**src/rtl/rgb_led_blink_pattern_sequencer_defines.svh**
```systemverilog
// Assertion macros for the RGB LED blink pattern sequencer.
// Depends on nothing; the asserting file supplies clk and rst_n in its scope.
`ifndef RGB_LED_BLINK_PATTERN_SEQUENCER_DEFINES_SVH
`define RGB_LED_BLINK_PATTERN_SEQUENCER_DEFINES_SVH

// The consequent must hold in the same cycle as the antecedent.
`define RGBSEQ_ASSERT_NOW(label, ante, cons, msg) \
    label: assert property (@(posedge clk) disable iff (!rst_n) (ante) |-> (cons)) \
        else $error(msg);

// The consequent must hold in the cycle after the antecedent.
`define RGBSEQ_ASSERT_NEXT(label, ante, cons, msg) \
    label: assert property (@(posedge clk) disable iff (!rst_n) (ante) |=> (cons)) \
        else $error(msg);

`endif

```
**src/rtl/rgbseq_pkg.sv**
```systemverilog
// Shared types and constants for the RGB LED blink pattern sequencer.
// Depends on nothing.
package rgbseq_pkg;

    localparam int MAX_ENTRIES_DEF = 16;

    localparam int OP_W    = 3;
    localparam int IDX_W   = 4;
    localparam int MS_W    = 16;
    localparam int LEVEL_W = 8;
    localparam int LEN_W   = 5;
    localparam int CFG_IDX_W  = 3;
    localparam int CFG_DATA_W = 8;

    typedef enum logic [OP_W-1:0] {
        OP_TICK    = 3'd0,
        OP_WRITE   = 3'd1,
        OP_START   = 3'd2,
        OP_ENABLE  = 3'd3,
        OP_DISABLE = 3'd4
    } op_t;

    typedef enum logic [CFG_IDX_W-1:0] {
        CFG_RED    = 3'd0,
        CFG_GREEN  = 3'd1,
        CFG_BLUE   = 3'd2,
        CFG_LENGTH = 3'd3,
        CFG_LOOP   = 3'd4
    } cfg_idx_t;

endpackage

```
**src/rtl/rgbseq_ram.sv**
```systemverilog
// Generic single-write, single-read RAM with a registered read port.
// Depends on nothing.
module rgbseq_ram #(
    parameter int  WIDTH = 32,
    parameter int  DEPTH = 16,
    localparam int AW    = (DEPTH > 1) ? $clog2(DEPTH) : 1
) (
    input  logic             clk,
    input  logic             we,
    input  logic [AW-1:0]    waddr,
    input  logic [WIDTH-1:0] wdata,
    input  logic             re,
    input  logic [AW-1:0]    raddr,
    output logic [WIDTH-1:0] rdata
);

    logic [WIDTH-1:0] mem [DEPTH];
    logic [WIDTH-1:0] rdata_reg;

    always_ff @(posedge clk)
    begin
        if (we)
        begin
            mem[waddr] <= wdata;
        end
        if (re)
        begin
            rdata_reg <= mem[raddr];
        end
    end

    assign rdata = rdata_reg;

endmodule

```
**src/rtl/rgb_led_blink_pattern_sequencer.sv**
```systemverilog
// Top level of the RGB LED blink pattern sequencer.
// Depends on rgbseq_pkg, rgbseq_ram and rgb_led_blink_pattern_sequencer_defines.svh.
//
// The sequencer plays a blink pattern of on/off durations held in a table
// RAM (one word per entry: on time in the upper half, off time in the lower).
// Every input word is a tick of one ms, a table write, a start, an enable or
// a disable, and each one produces exactly one result word that shows the
// LED state after it. The block takes one input word per clock cycle unless
// the read-back stage and result register are full and the result is not
// taken. The sequencing state lives in flip-flops and is updated in the cycle
// the word is accepted; in that same cycle the table RAM is read at the entry
// the sequencer now points to. The next cycle uses the read data to form the
// remaining time of the current phase, and the word then moves into the result
// register. The durations of the current entry, which a tick needs, come from
// the read launched for the previous word, via the RAM output or a held copy;
// a write to the entry being read is bypassed around the RAM. The table has no
// reset: an entry must be written before the pattern plays it. Configuration
// registers (levels, pattern length, loop mode) are always ready and should
// only be written while no word is in flight.
module rgb_led_blink_pattern_sequencer #(
    parameter int MAX_ENTRIES = rgbseq_pkg::MAX_ENTRIES_DEF
) (
    input  logic                                clk,
    input  logic                                rst_n,

    input  logic                                cfg_valid,
    output logic                                cfg_ready,
    input  logic [rgbseq_pkg::CFG_IDX_W-1:0]    cfg_index,
    input  logic [rgbseq_pkg::CFG_DATA_W-1:0]   cfg_data,

    input  logic                                item_valid,
    output logic                                item_ready,
    input  logic [rgbseq_pkg::OP_W-1:0]         op,
    input  logic [rgbseq_pkg::IDX_W-1:0]        entry_index,
    input  logic [rgbseq_pkg::MS_W-1:0]         on_ms,
    input  logic [rgbseq_pkg::MS_W-1:0]         off_ms,

    output logic                                result_valid,
    input  logic                                result_ready,
    output logic [rgbseq_pkg::LEVEL_W-1:0]      red_out,
    output logic [rgbseq_pkg::LEVEL_W-1:0]      green_out,
    output logic [rgbseq_pkg::LEVEL_W-1:0]      blue_out,
    output logic                                led_lit,
    output logic                                pattern_done,
    output logic [rgbseq_pkg::MS_W-1:0]         ms_remaining
);

    import rgbseq_pkg::*;

    `include "rgb_led_blink_pattern_sequencer_defines.svh"

    // Entry address width, and a compare width that holds both the pattern
    // length register and the entry count itself.
    localparam int AW    = (MAX_ENTRIES > 1) ? $clog2(MAX_ENTRIES) : 1;
    localparam int CW    = (AW + 1 > LEN_W) ? AW + 1 : LEN_W;
    localparam int IW    = (CW > IDX_W) ? CW : IDX_W;
    localparam int TBL_W = 2 * MS_W;

    localparam logic [CW-1:0] MAX_C = CW'(MAX_ENTRIES);
    localparam logic [IW-1:0] MAX_I = IW'(MAX_ENTRIES);
    localparam logic [MS_W-1:0] MS_SAT = '1;

    // Configuration registers.
    logic [LEVEL_W-1:0] red_cfg_reg;
    logic [LEVEL_W-1:0] green_cfg_reg;
    logic [LEVEL_W-1:0] blue_cfg_reg;
    logic [LEN_W-1:0]   length_cfg_reg;
    logic               loop_cfg_reg;

    // Sequencing state.
    logic [AW-1:0]   entry_reg,   entry_next;
    logic            lit_reg,     lit_next;
    logic [MS_W-1:0] elapsed_reg, elapsed_next;
    logic            done_reg,    done_next;
    logic            enabled_reg, enabled_next;

    // Read-back stage and the durations of the current entry.
    logic             rd_valid_reg, rd_valid_next;
    logic             rd_bypass_reg, rd_bypass_next;
    logic [TBL_W-1:0] rd_wbuf_reg;
    logic [TBL_W-1:0] cur_hold_reg;

    // Result register.
    logic               res_valid_reg;
    logic [LEVEL_W-1:0] red_out_reg;
    logic [LEVEL_W-1:0] green_out_reg;
    logic [LEVEL_W-1:0] blue_out_reg;
    logic               lit_out_reg;
    logic               done_out_reg;
    logic [MS_W-1:0]    rem_out_reg;

    logic             accept;
    logic             rd_advance;
    logic             tbl_we;
    logic [AW-1:0]    tbl_waddr;
    logic [TBL_W-1:0] tbl_wdata;
    logic [TBL_W-1:0] ram_rdata;
    logic [TBL_W-1:0] fwd_dur;
    logic [TBL_W-1:0] cur_dur;
    logic [CW-1:0]    used_len;
    logic             entry_in_use;
    logic [MS_W-1:0]  tick_dur;
    logic [MS_W-1:0]  elapsed_inc;
    logic [MS_W-1:0]  res_dur;
    logic [MS_W-1:0]  res_rem;

    // ------------------------------------------------------------------
    // Configuration port. Writes never stall; unknown indexes are dropped.
    // ------------------------------------------------------------------
    assign cfg_ready = 1'b1;

    always_ff @(posedge clk or negedge rst_n)
    begin
        if (!rst_n)
        begin
            red_cfg_reg    <= '0;
            green_cfg_reg  <= '0;
            blue_cfg_reg   <= '0;
            length_cfg_reg <= '0;
            loop_cfg_reg   <= 1'b0;
        end
        else if (cfg_valid && cfg_ready)
        begin
            unique case (cfg_idx_t'(cfg_index))
                CFG_RED:    red_cfg_reg    <= cfg_data;
                CFG_GREEN:  green_cfg_reg  <= cfg_data;
                CFG_BLUE:   blue_cfg_reg   <= cfg_data;
                CFG_LENGTH: length_cfg_reg <= cfg_data[LEN_W-1:0];
                CFG_LOOP:   loop_cfg_reg   <= cfg_data[0];
                default:    ;
            endcase
        end
    end

    // A length above the table size behaves as the table size. An entry at
    // or beyond the used length counts as having zero durations.
    assign used_len     = (CW'(length_cfg_reg) > MAX_C) ? MAX_C : CW'(length_cfg_reg);
    assign entry_in_use = CW'(entry_reg) < used_len;

    // ------------------------------------------------------------------
    // Handshake. The read-back stage drains into the result register
    // whenever that register is empty or being emptied.
    // ------------------------------------------------------------------
    assign rd_advance = rd_valid_reg && (!res_valid_reg || result_ready);
    assign item_ready = !rd_valid_reg || rd_advance;
    assign accept     = item_valid && item_ready;

    // Table data of the current entry. The read launched by the previous
    // word is on the RAM output while that word is in the read-back stage;
    // otherwise the copy captured then is used.
    assign fwd_dur = rd_bypass_reg ? rd_wbuf_reg : ram_rdata;
    assign cur_dur = rd_valid_reg ? fwd_dur : cur_hold_reg;

    assign tick_dur    = !entry_in_use ? '0
                       : (lit_reg ? cur_dur[TBL_W-1:MS_W] : cur_dur[MS_W-1:0]);
    assign elapsed_inc = (elapsed_reg == MS_SAT) ? elapsed_reg : elapsed_reg + MS_W'(1);

    assign tbl_waddr = AW'(entry_index);
    assign tbl_wdata = {on_ms, off_ms};

    // ------------------------------------------------------------------
    // Sequencing update, done in the cycle a word is accepted.
    // ------------------------------------------------------------------
    always_comb
    begin
        entry_next   = entry_reg;
        lit_next     = lit_reg;
        elapsed_next = elapsed_reg;
        done_next    = done_reg;
        enabled_next = enabled_reg;
        tbl_we       = 1'b0;

        if (accept)
        begin
            unique case (op_t'(op))
                OP_TICK:
                begin
                    // Nothing moves while finished or disabled.
                    if (!done_reg && enabled_reg)
                    begin
                        if (elapsed_inc < tick_dur)
                        begin
                            elapsed_next = elapsed_inc;
                        end
                        else
                        begin
                            elapsed_next = '0;
                            if (lit_reg)
                            begin
                                lit_next = 1'b0;
                            end
                            else if (CW'(entry_reg) + CW'(1) >= used_len)
                            begin
                                if (loop_cfg_reg)
                                begin
                                    entry_next = '0;
                                    lit_next   = 1'b1;
                                end
                                else
                                begin
                                    done_next = 1'b1;
                                end
                            end
                            else
                            begin
                                entry_next = entry_reg + AW'(1);
                                lit_next   = 1'b1;
                            end
                        end
                    end
                end
                OP_WRITE:
                begin
                    tbl_we = IW'(entry_index) < MAX_I;
                end
                OP_START:
                begin
                    entry_next   = '0;
                    elapsed_next = '0;
                    if (used_len == '0)
                    begin
                        done_next = 1'b1;
                        lit_next  = 1'b0;
                    end
                    else
                    begin
                        done_next = 1'b0;
                        lit_next  = enabled_reg;
                    end
                end
                OP_ENABLE:
                begin
                    enabled_next = 1'b1;
                end
                OP_DISABLE:
                begin
                    enabled_next = 1'b0;
                    if (lit_reg)
                    begin
                        lit_next     = 1'b0;
                        elapsed_next = '0;
                    end
                end
                default:
                begin
                    // Unknown operations leave the state alone.
                end
            endcase
        end
    end

    // A write to the entry being read this cycle would return stale data,
    // so the write data is kept and used instead.
    assign rd_bypass_next = tbl_we && (tbl_waddr == entry_next);

    always_comb
    begin
        if (accept)
        begin
            rd_valid_next = 1'b1;
        end
        else if (rd_advance)
        begin
            rd_valid_next = 1'b0;
        end
        else
        begin
            rd_valid_next = rd_valid_reg;
        end
    end

    rgbseq_ram #(
        .WIDTH (TBL_W),
        .DEPTH (MAX_ENTRIES)
    ) u_table (
        .clk   (clk),
        .we    (tbl_we),
        .waddr (tbl_waddr),
        .wdata (tbl_wdata),
        .re    (accept),
        .raddr (entry_next),
        .rdata (ram_rdata)
    );

    always_ff @(posedge clk or negedge rst_n)
    begin
        if (!rst_n)
        begin
            entry_reg     <= '0;
            lit_reg       <= 1'b0;
            elapsed_reg   <= '0;
            done_reg      <= 1'b1;
            enabled_reg   <= 1'b1;
            rd_valid_reg  <= 1'b0;
            rd_bypass_reg <= 1'b0;
        end
        else
        begin
            entry_reg    <= entry_next;
            lit_reg      <= lit_next;
            elapsed_reg  <= elapsed_next;
            done_reg     <= done_next;
            enabled_reg  <= enabled_next;
            rd_valid_reg <= rd_valid_next;
            if (accept)
            begin
                rd_bypass_reg <= rd_bypass_next;
            end
        end
    end

    always_ff @(posedge clk)
    begin
        if (accept)
        begin
            rd_wbuf_reg <= tbl_wdata;
        end
        if (rd_valid_reg)
        begin
            cur_hold_reg <= fwd_dur;
        end
    end

    // ------------------------------------------------------------------
    // Read-back stage: the state registers already hold the state after
    // the word, and the RAM output holds the durations of its entry.
    // ------------------------------------------------------------------
    assign res_dur = !entry_in_use ? '0
                   : (lit_reg ? fwd_dur[TBL_W-1:MS_W] : fwd_dur[MS_W-1:0]);
    assign res_rem = (!done_reg && enabled_reg && (res_dur > elapsed_reg))
                   ? res_dur - elapsed_reg : '0;

    always_ff @(posedge clk or negedge rst_n)
    begin
        if (!rst_n)
        begin
            res_valid_reg <= 1'b0;
        end
        else if (rd_advance)
        begin
            res_valid_reg <= 1'b1;
        end
        else if (result_ready)
        begin
            res_valid_reg <= 1'b0;
        end
    end

    always_ff @(posedge clk)
    begin
        if (rd_advance)
        begin
            red_out_reg   <= lit_reg ? red_cfg_reg   : '0;
            green_out_reg <= lit_reg ? green_cfg_reg : '0;
            blue_out_reg  <= lit_reg ? blue_cfg_reg  : '0;
            lit_out_reg   <= lit_reg;
            done_out_reg  <= done_reg;
            rem_out_reg   <= res_rem;
        end
    end

    assign result_valid = res_valid_reg;
    assign red_out      = red_out_reg;
    assign green_out    = green_out_reg;
    assign blue_out     = blue_out_reg;
    assign led_lit      = lit_out_reg;
    assign pattern_done = done_out_reg;
    assign ms_remaining = rem_out_reg;

    // ------------------------------------------------------------------
    // Assertions.
    // ------------------------------------------------------------------
    `RGBSEQ_ASSERT_NOW(a_done_is_dark, done_reg, !lit_reg, "lit after pattern finished")
    `RGBSEQ_ASSERT_NOW(a_disabled_is_dark, !enabled_reg, !lit_reg, "lit while disabled")
    `RGBSEQ_ASSERT_NOW(a_stall_only_when_full, !item_ready, rd_valid_reg && res_valid_reg && !result_ready, "input stalled without a full pipeline")
    `RGBSEQ_ASSERT_NOW(a_lit_starts_fresh, $rose(lit_reg), elapsed_reg == '0, "lit phase began with time elapsed")
    `RGBSEQ_ASSERT_NEXT(a_read_lands, accept, rd_valid_reg, "accepted word missing from read-back stage")

endmodule

```
**config.mk**
```make
export PLATFORM = sky130hd
export DESIGN_NAME = rgb_led_blink_pattern_sequencer
export DESIGN_NICKNAME = d
export VERILOG_FILES = /design/src/rtl/rgbseq_pkg.sv /design/src/rtl/rgbseq_ram.sv /design/src/rtl/rgb_led_blink_pattern_sequencer.sv
export VERILOG_INCLUDE_DIRS = /design/src /design/src/rtl
export SDC_FILE = /design/constraint.sdc
export NUM_CORES = 1
export LEC_CHECK = 0
export ABC_AREA = 0
export ABC_CLOCK_PERIOD_IN_PS = 4400
export BUFFER_PORTS_ARGS = -buffer_cell sky130_fd_sc_hd__clkbuf_2
export CORE_UTILIZATION = 30
export DETAILED_ROUTE_END_ITERATION = 10
export PLACE_DENSITY_LB_ADDON = 0.05
export RECOVER_POWER = 100
export SYNTH_ARGS = -nofsm -noshare
export SYNTH_HDL_FRONTEND = slang
export SYNTH_SLANG_ARGS = --single-unit
export TNS_END_PERCENT = 50
```
**constraint.sdc**
```tcl
create_clock -name clk -period 4.4 [get_ports clk]
set_input_delay 0.66 -clock clk [delete_from_list [all_inputs] [get_ports clk]]
set_output_delay 0.66 -clock clk [all_outputs]
set_load 0.01 [all_outputs]
```
==> impl_metrics.yaml <==
run_status:
  status: "finished with violations"
  violations: "capacitance limit, slew limit, setup timing"
cells_and_area:
  area_growth_pct: 29.1
  diodes: 0
  largest_register_ffs: 512
  stdcell_count: 3888
  fin_area_sq_um: 38900
  fin_nets: 2631
  layout-drive-gt1-share_pct: 26.1
  regMostFlops: "u_table.mem"
placed_design:
  placed_cell_area_sq_um: 34700
  place.port_buffers: 98
  gp_congestion: 0.809
  hpwl_microns: 60200
  place_inst: 3671
setup_path:
  r2r_end: "u_table.rdata[8]"
  cpMaxStageDelayCell: "clkbuf_1"
  critical_path_depth: 22
  worst-path-buf-inv: 8
  worstPathArrival_ps: 5370
  start_kind: "flop"
  crit_type: "reg2reg"
  r2r_setup_slack_ps: -570
  cpPeakStageDelay_ps: 460
  setup.worst_path.end_class: "flop"
  crit_fanout: 7
  crit-reg2reg-launch: "rd_bypass_reg"
  crit_chain: "buf_12, buf_12, mux2i_1, clkbuf_1, a21oi_1, mux2_2, nand2_1, ha_1, a21o_1, a211oi_2, o41a_1, a21o_4, buf_6, o211ai_4, and2_4, buf_12, buf_12, nor3_4, buf_6, buf_6, a32oi_2, and4_1"
  r2r_cells: 22
  required_ps: 4800
  cpLargestDelayFamily: "buffers and inverters"
  cpMostUsedCell: "buf_12"
timing:
  finalWorstSetupSlack_ps: -568
  hold_ws_ps: 268
  fin_setup_tns_ps: -17840
  slew_viol_final: 234
  clock_skew_ps: 19.3
  min_period_over_period_pct: 113
  setup_viol: 49
  worst_pin_slew_ps: 3390
  final-hold-violation-count: 0
  slew_headroom_pct: -126
  fin_crit_ps: 4970
  clock.fmax_mhz: 201
  grt_setup_unrepaired: "true"
die:
  start_util_pct: 30.5
  die-height_microns: 319
  fp.dieW_microns: 319
  ios: 100
  row_count: 115
  core_area_sq_um: 99000
  dieArea_sq_um: 102000
logic_synthesis:
  synth_warnings: 0
  async_flop_share_pct: 7.93
  synthCells: 2122
  synth_nets: 2220
  syn_area_per_cell_sq_um: 14.2
  synth_area_leader_cell: "edfxtp_1"
  yosysUniqueCellTypes: 88
  ys.flop_type: "edfxtp_1"
  ys_seq_area_share_pct: 68.3
  synth_enable_flop_cells: 618
  synth_seq_cells: 706
  yosysTopAreaCellShare_pct: 61.5
  synthTopCellsByArea: "edfxtp_1 61%, mux2i_1 5.3%, dfrtp_1 4.5%"
  synth_common_cells: "618 x edfxtp_1, 232 x nand2_1, 161 x mux2i_1"
  yosys.cell_count.top_type: "edfxtp_1"
  syn-cell-area_sq_um: 30200
clock_tree:
  clkTransAtPathRegs_ps: 60
  htree_num_levels: 3
  cts_tree: "yes"
  cts_root_buffer: "clkbuf_16"
  cts_inserted_buffers: 83
  ctsLongestPathBuffers: 3
  clk_latency_ps: 650
  cts_sinks: 706
routing:
  num_vias: 19500
  drt_pass1_iterations: 5
  drt_wl_total_microns: 97900
  vias_per_cell: 5.01
  postRouteAntennaNets: 0
  drt_first_iter_violations: 1292
  route.detailed.drc: 0
  wl_per_cell_microns: 25.2
power:
  power_leakage_nw: 13.8
  finalPower_mw: 16.5
  power_density_nw_per_um2: 424
  ir_worst_vdd_mv: 0.238
worst_hold_path:
  holdPathStages: 2
  hold-path-endpoint: "rd_valid_reg"
  hp-class: "in2reg"
  hold_start: "item_valid"
global_route:
  grt_pass1_vias: 20200
  grt_max_degree: 74
  grt_usage_pct: 19.2
  antenna_found_initial: 7
  globalRouteOverflowTotal: 0
  grt_first_pass_wirelength_microns: 142000
run:
  max_cap_violations: 10
worst max path at each step:
| stage | endpoint | start |
|---|---|---|
| 6_report | u_table.rdata[8] | rd_bypass_reg |
| 3_5_place_dp | u_table.rdata[31] | length_cfg_reg[4] |
| 3_3_place_gp | u_table.rdata[31] | length_cfg_reg[4] |
| 2_1_floorplan | u_table.rdata[25] | elapsed_reg[0] |
| 4_1_cts | u_table.rdata[15] | elapsed_reg[4] |
| 5_1_grt | u_table.rdata[24] | elapsed_reg[5] |
per-layer routing:
layer / track usage, % / share of wire, % / up-vias / routed length, microns
li1: - / - / 9048 / -
met1: 25.5 / 45 / 9920 / 44100
met4: 5.92 / 2.8 / 2 / 2720
met3: 2.95 / 3.6 / 134 / 3500
met2: 32.1 / 49 / 391 / 47500
met5: 0 / 0.013 / - / 13
per-stage QoR:
stage / setup slack [ps] / util [%]
6_report: -568 / 39.3
5_1_grt: -811 / 39.3
4_1_cts: -435 / 39.3
3_5_place_dp: -779 / 35.1
3_3_place_gp: -787 / 35.1
2_1_floorplan: 13.4 / -
cells by family (layout without fill, tap and decap cells):
group / after synthesis / count (layout) / share of synthesized area [%]
buffers and inverters: 172 / 651 / 2.56
DFF: 706 / 706 / 68.3
xor gates and xnor gates: 19 / 19 / 0.551
AOI/OAI and AO/OA: 422 / 422 / 10.2
adders and majority gates: 43 / 43 / 1.81
other: 1 / 1 / 0.0124
muxes: 211 / 211 / 7.24
and+or+nand+nor: 548 / 548 / 9.37
cell type report:
cell class / instances / area (sq um)
multi-input combinational: 1244 / 9770
tap: 1287 / 1610
inverter: 41 / 156
sequential: 706 / 20600
fill: 9337 / 60000
timing repair buffer: 457 / 4160
clock inverter: 47 / 417
clock buffer: 106 / 2220
timing repair:
item,CTS,global route
buffers inserted,52,7
setup endpoints to repair,49,54
endpoints found under the hold margin,0,0
gates resized for setup,169,97
pin swaps,43,42
hold buffers,0,0
cloned,14,2
report_power, final:
group          leakage [nW]  switching (mW)  internal (mW)  total (mW)
clock network          1.30            2.81           3.93        6.74
registers              6.61          0.0827           7.58        7.66
logic                  5.91            1.19          0.927        2.11
cells in the final DEF, fill, tap and decap left out, drive strengths merged, types with 49 or more instances in the layout:
master   netlist  layout
mux2          49      49
a32oi         60      60
dfrtp         54      54
clkbuf        69     254
a2111oi       60      60
nand2        232     232
a21oi         78      78
o21ai         84      84
edfxtp       618     618
buf           62     304
nor2          68      68
mux2i        162     162
Note: power is estimated with default switching activity, not from simulation.
